--- config.mk ---
export PLATFORM = sky130hd
export DESIGN_NAME = expiring_token_table_top
export DESIGN_NICKNAME = d
export VERILOG_FILES = /design/src/hw/rtl/ett_pkg.sv /design/src/hw/rtl/ett_cell.sv /design/src/hw/rtl/ett_chain.sv /design/src/hw/rtl/expiring_token_table_top.sv
export SDC_FILE = /design/constraint.sdc
export NUM_CORES = 2
export LEC_CHECK = 0
export BUFFER_PORTS_ARGS = -buffer_cell sky130_fd_sc_hd__buf_4
export CAP_MARGIN = 30
export CORE_MARGIN = 8
export CORE_UTILIZATION = 60
export CTS_CLUSTER_SIZE = 8
export DETAILED_ROUTE_END_ITERATION = 8
export PLACE_DENSITY = 0.77
export SYNTH_ARGS = -nofsm -noshare
export SYNTH_HDL_FRONTEND = slang
export SYNTH_SLANG_ARGS = --single-unit
--- constraint.sdc ---
create_clock -name clk -period 9.7 [get_ports clk]
set_input_delay 1.455 -clock clk [delete_from_list [all_inputs] [get_ports clk]]
set_output_delay 1.455 -clock clk [all_outputs]
set_load 0.1 [all_outputs]
--- src/hw/rtl/ett_pkg.sv ---
// Shared types and constants for the expiring token table.
`default_nettype none

package ett_pkg;

  // Table geometry
  localparam int TABLE_DEPTH = 16;
  localparam int KEY_BITS    = 32;
  localparam int CNT_W       = $clog2(TABLE_DEPTH + 1);
  localparam int EXP_W       = 33;

  // Configuration port
  localparam int CFG_ADDR_W  = 3;
  localparam logic REG_TTL   = 1'b0;
  localparam logic [31:0] TTL_RESET = 32'd5;

  // Operation codes
  localparam logic [1:0] FUNC_GEN   = 2'd0;
  localparam logic [1:0] FUNC_RENEW = 2'd1;
  localparam logic [1:0] FUNC_COUNT = 2'd2;

  typedef logic [KEY_BITS-1:0] key_t;
  typedef logic [EXP_W-1:0]    exp_t;
  typedef logic [CNT_W-1:0]    cnt_t;

  typedef struct packed {
    logic [1:0]  func;
    logic [31:0] token_key;
    logic [31:0] now;
  } in_t;

  typedef struct packed {
    logic [4:0] live_count;
    logic       status;
  } out_t;

  // One table entry as it travels down the row of cells
  typedef struct packed {
    key_t key;
    exp_t expiry;
  } entry_t;

  // Row control broadcast to every cell
  typedef struct packed {
    logic pop;
    logic push;
    cnt_t len;
  } ctrl_t;

endpackage

`default_nettype wire

--- src/hw/rtl/ett_cell.sv ---
// One table slot: holds an entry, takes its neighbor's entry or the tail bus.
`default_nettype none

module ett_cell (
  input  wire logic            clk,
  input  wire ett_pkg::cnt_t   idx,
  input  wire ett_pkg::ctrl_t  ctrl,
  input  wire ett_pkg::entry_t nbr_in,
  input  wire ett_pkg::entry_t tail_in,
  output ett_pkg::entry_t      ent_out
);

  ett_pkg::entry_t ent_r;
  ett_pkg::entry_t ent_nxt;
  ett_pkg::cnt_t   tail_pos;
  logic            shift;
  logic            load;

  // Decide whether this slot advances, loads the tail entry or holds
  always_comb begin
    tail_pos = ctrl.pop ? (ctrl.len - ett_pkg::cnt_t'(1)) : ctrl.len;
    shift    = ctrl.pop && ((idx + ett_pkg::cnt_t'(1)) < ctrl.len);
    load     = ctrl.push && (idx == tail_pos);
    ent_nxt  = ent_r;
    if (load) begin
      ent_nxt = tail_in;
    end else if (shift) begin
      ent_nxt = nbr_in;
    end
  end

  always_ff @(posedge clk) begin
    ent_r <= ent_nxt;
  end

  assign ent_out = ent_r;

endmodule

`default_nettype wire

--- src/hw/rtl/ett_chain.sv ---
// Row of table cells, head at slot zero, entries move toward the head.
`default_nettype none

module ett_chain (
  input  wire logic            clk,
  input  wire ett_pkg::ctrl_t  ctrl,
  input  wire ett_pkg::entry_t tail_in,
  output ett_pkg::entry_t      head_out
);

  ett_pkg::entry_t ents [ett_pkg::TABLE_DEPTH];

  // Link each cell to the one behind it; the last cell sees itself
  for (genvar g = 0; g < ett_pkg::TABLE_DEPTH; g++) begin : g_cell
    ett_pkg::entry_t nbr;
    if (g == ett_pkg::TABLE_DEPTH - 1) begin : g_last
      assign nbr = ents[g];
    end else begin : g_mid
      assign nbr = ents[g+1];
    end
    ett_cell u_cell (
      .clk     (clk),
      .idx     (ett_pkg::cnt_t'(g)),
      .ctrl    (ctrl),
      .nbr_in  (nbr),
      .tail_in (tail_in),
      .ent_out (ents[g])
    );
  end

  assign head_out = ents[0];

endmodule

`default_nettype wire

--- src/hw/rtl/expiring_token_table_top.sv ---
// Top level of the expiring token table: sequencer, ttl register and result register.
`default_nettype none

// The table is a row of TABLE_DEPTH cells kept as a queue in insertion order.
// Renew and count pop each of the n stored entries off the head once, one per
// cycle, and push it back at the tail (refreshed if renew finds it the first live
// match, or dropped when count finds it expired); generate writes the tail slot
// directly, and an unused code changes nothing. One item is in work at a time;
// a finished result waits in the output register while the next item is taken.
// The ttl register is written through the APB port at byte address 0.
module expiring_token_table_top (
  input  wire logic                          clk,
  input  wire logic                          rst_n,
  input  wire logic                          in_valid,
  output logic                               in_ready,
  input  wire ett_pkg::in_t                  in_data,
  output logic                               out_valid,
  input  wire logic                          out_ready,
  output ett_pkg::out_t                      out_data,
  input  wire logic                          psel,
  input  wire logic                          penable,
  input  wire logic                          pwrite,
  input  wire logic [ett_pkg::CFG_ADDR_W-1:0] paddr,
  input  wire logic [31:0]                   pwdata,
  output logic [31:0]                        prdata,
  output logic                               pready
);

  localparam logic [1:0] ST_IDLE = 2'd0;
  localparam logic [1:0] ST_RUN  = 2'd1;
  localparam logic [1:0] ST_DONE = 2'd2;

  logic [1:0]      state_r, state_nxt;
  ett_pkg::cnt_t   len_r, len_nxt;
  ett_pkg::cnt_t   n_r, n_nxt;
  ett_pkg::cnt_t   step_r, step_nxt;
  logic            found_r, found_nxt;
  logic            out_valid_r, out_valid_nxt;
  logic [31:0]     ttl_r;
  logic [1:0]      func_r, func_nxt;
  ett_pkg::key_t   key_r, key_nxt;
  ett_pkg::exp_t   now_r, now_nxt;
  ett_pkg::exp_t   fresh_r, fresh_nxt;
  ett_pkg::out_t   res_r, res_nxt;
  ett_pkg::out_t   out_r, out_nxt;
  ett_pkg::ctrl_t  ctrl;
  ett_pkg::entry_t tail;
  ett_pkg::entry_t head;
  logic            live;

  ett_chain u_chain (
    .clk      (clk),
    .ctrl     (ctrl),
    .tail_in  (tail),
    .head_out (head)
  );

  // Configuration port
  assign pready = 1'b1;
  assign prdata = (paddr[2] == ett_pkg::REG_TTL) ? ttl_r : 32'd0;

  assign in_ready  = (state_r == ST_IDLE);
  assign out_valid = out_valid_r;
  assign out_data  = out_r;
  assign live      = head.expiry > now_r;

  // Sequence one item through the row
  always_comb begin
    state_nxt     = state_r;
    len_nxt       = len_r;
    n_nxt         = n_r;
    step_nxt      = step_r;
    found_nxt     = found_r;
    func_nxt      = func_r;
    key_nxt       = key_r;
    now_nxt       = now_r;
    fresh_nxt     = fresh_r;
    res_nxt       = res_r;
    out_nxt       = out_r;
    out_valid_nxt = out_valid_r;
    ctrl.pop      = 1'b0;
    ctrl.push     = 1'b0;
    ctrl.len      = len_r;
    tail          = head;

    if (out_valid_r && out_ready) begin
      out_valid_nxt = 1'b0;
    end

    case (state_r)
      ST_IDLE: begin
        if (in_valid) begin
          func_nxt  = in_data.func;
          key_nxt   = ett_pkg::key_t'(in_data.token_key);
          now_nxt   = {1'b0, in_data.now};
          fresh_nxt = {1'b0, in_data.now} + {1'b0, ttl_r};
          n_nxt     = len_r;
          step_nxt  = '0;
          found_nxt = 1'b0;
          res_nxt   = '0;
          state_nxt = ST_RUN;
        end
      end
      ST_RUN: begin
        case (func_r)
          ett_pkg::FUNC_GEN: begin
            // Append at the tail, or flag a full table
            if (len_r == ett_pkg::cnt_t'(ett_pkg::TABLE_DEPTH)) begin
              res_nxt.status = 1'b1;
            end else begin
              ctrl.push   = 1'b1;
              tail.key    = key_r;
              tail.expiry = fresh_r;
              len_nxt     = len_r + ett_pkg::cnt_t'(1);
            end
            state_nxt = ST_DONE;
          end
          ett_pkg::FUNC_RENEW: begin
            // Rotate every entry once, refresh the first live match
            if (step_r == n_r) begin
              state_nxt = ST_DONE;
            end else begin
              ctrl.pop  = 1'b1;
              ctrl.push = 1'b1;
              if (!found_r && live && (head.key == key_r)) begin
                tail.expiry = fresh_r;
                found_nxt   = 1'b1;
              end
              step_nxt = step_r + ett_pkg::cnt_t'(1);
            end
          end
          ett_pkg::FUNC_COUNT: begin
            // Rotate every entry once, drop the expired ones
            if (step_r == n_r) begin
              res_nxt.live_count = 5'(len_r);
              state_nxt          = ST_DONE;
            end else begin
              ctrl.pop  = 1'b1;
              ctrl.push = live;
              if (!live) begin
                len_nxt = len_r - ett_pkg::cnt_t'(1);
              end
              step_nxt = step_r + ett_pkg::cnt_t'(1);
            end
          end
          default: begin
            state_nxt = ST_DONE;
          end
        endcase
      end
      ST_DONE: begin
        // Hand the result over once the output register is free
        if (!out_valid_r || out_ready) begin
          out_valid_nxt = 1'b1;
          out_nxt       = res_r;
          state_nxt     = ST_IDLE;
        end
      end
      default: begin
        state_nxt = ST_IDLE;
      end
    endcase
  end

  // Control state
  always_ff @(posedge clk) begin
    if (!rst_n) begin
      state_r     <= ST_IDLE;
      len_r       <= '0;
      out_valid_r <= 1'b0;
      ttl_r       <= ett_pkg::TTL_RESET;
    end else begin
      state_r     <= state_nxt;
      len_r       <= len_nxt;
      out_valid_r <= out_valid_nxt;
      if (psel && penable && pwrite && pready && (paddr[2] == ett_pkg::REG_TTL)) begin
        ttl_r <= pwdata;
      end
    end
  end

  // Item payload and working registers
  always_ff @(posedge clk) begin
    n_r     <= n_nxt;
    step_r  <= step_nxt;
    found_r <= found_nxt;
    func_r  <= func_nxt;
    key_r   <= key_nxt;
    now_r   <= now_nxt;
    fresh_r <= fresh_nxt;
    res_r   <= res_nxt;
    out_r   <= out_nxt;
  end

endmodule

`default_nettype wire

=== After elaboration in Yosys (flattened, before gate mapping) ===
Index checks and enable logic that the tools add are counted.

* Word-level logic and storage cells: 244
* Bits of input ports: 108
* Flip-flop bits (word level): 1202
* Output and inout bits: 41

* Reductions and logical operators: 69
* Mux-type cells: 71
* $add $sub $neg: 4
* Equal/unequal tests: 36
* Bitwise operators: 1
* $lt $le $gt $ge: 16

{| class="wikitable"
|+ Operator list
! cell !! number
|-
| $mux W65 || 32
|-
| $mux W33 || 2
|-
| $pmux W33 S2 || 1
|-
| $mux W32 || 2
|-
| $mux W5 || 9
|-
| $eq A4 B5 Y1 const A || 8
|-
| $lt A4 B5 Y1 const A || 8
|-
| $logic_and A1 B1 Y1 || 37
|-
| $reduce_bool A2 Y1 || 17
|-
| $add A32 B32 Y33 || 1
|-
| $gt A33 B32 Y1 || 1
|-
| $eq A32 B32 Y1 || 1
|-
| $ne A2 B2 Y1 const B || 12
|-
| $eq A3 B5 Y1 const A || 4
|-
| $lt A3 B5 Y1 const A || 4
|-
| $pmux W5 S2 || 2
|-
| $mux W2 || 7
|-
| $pmux W6 S2 || 1
|-
| $reduce_and A4 Y1 || 3
|-
| $add A5 B1 Y5 const B || 2
|-
| $eq A2 B5 Y1 const A || 2
|-
| $lt A2 B5 Y1 const A || 2
|-
| $mux W1 || 10
|-
| $reduce_and A5 Y1 || 2
|-
| 21 further kinds || 27
|}

=== Longest topological paths before layout ===
* Depth in word-level cells: 8
* Depth in mapped cells: 16
* Mapped depth without buffers: 11

=== Hierarchy ===
Synthesis repeated with hierarchy kept, for this count alone.

* Cells, all modules: 3969
* Area, all modules: 61450.2 µm²

{| class="wikitable"
|+ Modules (own cells, without submodules)
! module !! times used !! sequential area each (µm²) !! cells an instance !! area an instance (µm²)
|-
| ett_cell (u_chain.g_cell[0].u_cell ...) || 10 || 1951.9 || 179 || 3214.3
|-
| ett_cell (u_chain.g_cell[14].u_cell ...) || 5 || 1951.9 || 180 || 3059.2
|-
| expiring_token_table_top || 1 || 4464.3 || 1100 || 10804.1
|-
| ett_cell (u_chain.g_cell[9].u_cell) || 1 || 1951.9 || 177 || 3199.3
|-
| ett_chain || 1 || 0.0 || 2 || 7.5
|}

=== Least setup slack after synthesis ===
No wires, ideal clock.

* Path kind: register to register
* Start point: register func_r[1]
* End point: register u_chain.g_cell[5].u_cell.ent_r (netlist bit u_chain.g_cell[5].u_cell.ent_out[0]), enable pin
* Setup time: 578 ps
* Setup slack: 3129 ps
* Arrival: 5994 ps
* Required time: 9122 ps
* Stages on the path, launching flop included: 8
* Period minus slack after synthesis: 6571 ps
* Path buffers: 2
* Path through: edfxtp_1 > inv_1 > ha_1 > clkbuf_1 > o21a_1 > o211ai_1 > clkbuf_1 > o21ai_0

* Longest elaborated chain between the ends: 7
* Elaborated cells on any way between the ends: 11
* Those cells by class: eq/ne (3); mux (4); reduce/logical (4)

{| class="wikitable"
|+ Ends and longest elaborated chain
! element !! line !! RTL
|-
| start: declaration || expiring_token_table_top.sv:40 || <nowiki>logic [1:0] func_r, func_nxt;</nowiki>
|-
| start signal: assignment || expiring_token_table_top.sv:187 || <nowiki>func_r <= func_nxt;</nowiki>
|-
| $eq A2 B2 Y1 or $eq A2 B1 Y1 (tied branches) || expiring_token_table_top.sv:105 || <nowiki>case (func_r)</nowiki>
|-
| $pmux W1 S2 || expiring_token_table_top.sv:105 ||
|-
| $mux W2 (*) || expiring_token_table_top.sv:90 || <nowiki>case (state_r)</nowiki>
|-
| $mux W5 || ett_cell.sv:21 || <nowiki>tail_pos = ctrl.pop ? (ctrl.len - ett_pkg::cnt_t'(1)) : ctrl.len;</nowiki>
|-
| $eq A3 B5 Y1 || ett_cell.sv:23 || <nowiki>load = ctrl.push && (idx == tail_pos);</nowiki>
|-
| $logic_and A1 B1 Y1 || ett_cell.sv:23 ||
|-
| $reduce_bool A2 Y1 (no line) (*) || n/a ||
|-
| end signal: assignment || ett_cell.sv:33 || <nowiki>ent_r <= ent_nxt;</nowiki>
|-
| end: declaration || ett_cell.sv:13 || <nowiki>ett_pkg::entry_t ent_r;</nowiki>
|}

Mark *: on every way between the ends. The rest lies on a longest branch, timed or not.
A chain may end at the register's enable or synchronous reset.

==> out/results.tsv <==
stage	metric	value	unit
status	status	finished, final reports clean	
power	seqPwrFrac	0.485	
cells_and_area	diodes	0	
sta	hold_violations	0	
drt	drc	0	
power	powerDensity	199	mW/mm^2
cells_and_area	num-nets-final	4780	
logic_synthesis	yosysWarnings	0	
floorplanning	initial_core_util	0.605	
logic_synthesis	synth-async-reset-ratio	0	
cts	cts_buffers	168	
drt	vias	38580	
floorplanning	core_area	0.0884	mm^2
sta	finalSetupTns	0	ns
logic_synthesis	synth_ff_type	edfxtp_1	
min_path	min_path_type	reg2reg	
sta	setup_viol	0	
drt	via_per_inst	6.63	
placed_design	io_buffers	145	
floorplanning	die-area	0.0990	mm^2
cts	ctsResizeCount	0	
logic_synthesis	syn-num-nets	4713	
cells_and_area	layout-drive-gt1-share	0.114	
cells_and_area	areaGrowthSynthToFinish	13.3	%
power	combPwrFrac	0.075	
cells_and_area	fin_util	0.686	
logic_synthesis	syn_area_per_cell	11.8	um^2
drt	routed_wirelength	143000	um
drt	first_iter_violations	5400	
global_routing	grt_max_degree	76	
logic_synthesis	ys_seq_elements	1202	
placed_design	gp_congestion	0.859	
power	ir_drop	0.173	mV
cts	cts_tree	built	
cts	postCtsSetupRepairBufs	0	
setup_path	crit_required	10.13	ns
logic_synthesis	synth_edf_count	1162	
power	power.internal	9.23	mW
power	finalPower	12.1	mW
logic_synthesis	ys_seq_area_frac	0.667	
floorplanning	row_count	109	
power	clkPwrFrac	0.439	
setup_path	end_kind	flip-flop	
setup_path	slowest_stage	buf_4	
setup_path	cp.depth	15	
cts	insertion_delay	0.76	ns
sta	max_slew_margin	0.186	
cts	clock_path_buffers	3	
floorplanning	num_io_pins	149	
cts	hold_buffers	0	
sta	max_freq	157	MHz
placed_design	hpwl	76600	um
global_routing	grt_pass1_vias	37463	
global_routing	grt_usage	0.279	
cts	root_buffer	clkbuf_16	
floorplanning	die_x	315	um
floorplanning	fp.dieH	315	um
logic_synthesis	synth_cells	4532	
drt	wl_per_cell	24.5	um
sta	fin_skew	0.0275	ns
setup_path	cp_common_cell	buf_4	
sta	min_period	6.38	ns
global_routing	overflow	0	
placed_design	dp_cells	5576	
sta	drv_slew	0	
drt	drtAntennaViolNets	0	
sta	finalCritPeriodShare	0.657	
sta	rsz0062_at_grt	false	
cells_and_area	final_cells	5817	
setup_path	cp_max_fo	66	
power	switchingPower	2.84	mW
setup_path	arrival	6.81	ns
cells_and_area	multi_input_area	0.0162	mm^2
power	cellLeakagePower	21.4	nW
cells_and_area	fill_cells	6116	
setup_path	cp_cell_sequence	inv_1 > ha_1 > nor3b_2 > and2_1 > buf_4 > nor2_4 > nand2_2 > buf_4 > o21a_1 > buf_4 > a211oi_4 > buf_4 > and2_2 > buf_4 > a31oi_1	
setup_path	critPathTopFamily	buffers and inverters	
global_routing	grt_pass1_wl	216000	um
logic_synthesis	synth_cell_type_count	75	
cts	cts.clk_slew.worst_paths	0.05	ns
cts	cts_max_level	4	
drt	dr.pass1.iters	6	
global_routing	antenna_found_initial	1	
setup_path	worst_path_largest_cell_delay	0.84	ns
setup_path	cp-start-kind	flip-flop	
setup_path	path_buf_inv	6	
min_path	min_path_cells	0	
job	cap_violations	0	
setup_path	rr_worst_depth	15	
sta	worstMarginPinSlew	1.22	ns
power	switching_share	0.235	
setup_path	path_class	reg2reg	
logic_synthesis	syn-cell-area	0.0535	mm^2
cells_and_area	ff_latch_area	0.0357	mm^2
cts	clock_sinks	1202	
sta	holdWs	0.449	ns
cells in the final DEF (no fill, tap or decap), types with 73 or more instances in the layout:
cell type | Yosys | final
buf_4 | 16 | 275
a21oi_1 | 423 | 423
nand2_1 | 442 | 440
nor2_1 | 548 | 548
nor2b_1 | 73 | 73
edfxtp_1 | 1162 | 1162
o21ai_0 | 367 | 360
a31oi_1 | 470 | 470
clkbuf_16 | 0 | 172
inv_1 | 88 | 87
layout make-up:
type / count / area share
Sequential cell: 1202 / 0.589
Multi-Input combinational cell: 2852 / 0.267
Timing Repair Buffer: 283 / 0.0370
Clock buffer: 211 / 0.0738
Clock inverter: 12 / 0.00343
Inverter: 92 / 0.00574
Tap cell: 1165 / 0.0241
per-layer routing:
layer	vias up	wire length (um)	track usage
met5	-	13	0
met4	2	4980	0.104
met3	342	16800	0.0701
met2	2628	66300	0.442
met1	18623	54600	0.375
li1	16985	-	-
cell usage after synthesis, types with 14 or more instances:
master / n / area share
a21o_1: 44 / 0.0062
a21oi_1: 423 / 0.040
a22o_1: 31 / 0.0051
a22oi_1: 32 / 0.0045
a31oi_1: 470 / 0.055
and2_1: 15 / 0.0018
buf_2: 121 / 0.011
buf_4: 16 / 0.0022
clkbuf_1: 238 / 0.017
dfxtp_1: 40 / 0.015
edfxtp_1: 1162 / 0.65
ha_1: 72 / 0.017
inv_1: 88 / 0.0062
mux2i_1: 37 / 0.0069
nand2_1: 442 / 0.031
nand3_1: 28 / 0.0026
nand4_1: 49 / 0.0057
nor2_1: 548 / 0.038
nor2b_1: 73 / 0.0085
o21ai_0: 367 / 0.034
xnor2_1: 56 / 0.0092
xor2_1: 14 / 0.0023
path summary, 6_finish.rpt:
path / from / end / slack, ns
worst max-delay path: len_r[0] / u_chain.g_cell[3].u_cell.ent_out[2] / 3.32
worst min-delay path: res_r[1] / out_data[1] / 0.45
worst max register to register: len_r[0] / u_chain.g_cell[3].u_cell.ent_out[2] / 3.32
worst min register to register: res_r[1] / out_data[1] / 0.45
worst reg2reg max path: stages (launching register included):
cell      delay (ns)
dfxtp_1         0.69
inv_1           0.23
ha_1            0.33
nor3b_2         0.24
and2_1          0.22
buf_4           0.33
nor2_4          0.62
nand2_2         0.09
buf_4           0.35
o21a_1          0.21
buf_4           0.25
a211oi_4        0.26
buf_4           0.84
and2_2          0.31
buf_4           0.83
a31oi_1         0.26
power groups by stage:
stage	Clock, mW	Sequential [mW]	Combinational (mW)
final	5.30	5.86	0.909
after global routing	5.55	5.86	0.966
after CTS	5.34	5.86	0.869
after detailed placement	0	5.95	0.860
after global placement	0	5.95	0.806
after floorplan	0	5.93	0.556
registers in the layout, summed over array words and instances, names as in the netlist, 2 cells and up:
register and count:
key_r 32, res_r 6, n_r 5, step_r 5
len_r 5, state_r 2, ttl_r 32, u_chain.g_cell.u_cell.ent_out 1040
func_r 2, fresh_r 33, now_r 32, out_data 6
logic make-up (layout without fill, tap and decap cells):
family          count (synthesis)  after routing  synth area share
other cells                     1              1         0.0000701
mux                            40             40           0.00755
flops                        1202           1202             0.667
xor+xnor                       70             70            0.0115
compound gates               1462           1462             0.164
fa+ha+maj                      73             73            0.0172
simple gates                 1206           1206            0.0950
buf+inv                       478            598            0.0376
metrics by stage:
stage	setup slack [ns]	cell area, um^2
2_1_floorplan	3.13	53500
3_3_place_gp	3.42	55400
3_5_place_dp	3.64	55800
4_1_cts	3.56	60400
5_1_grt	3.20	60600
6_report	3.32	60600
Power figures use the tool's default switching activity.
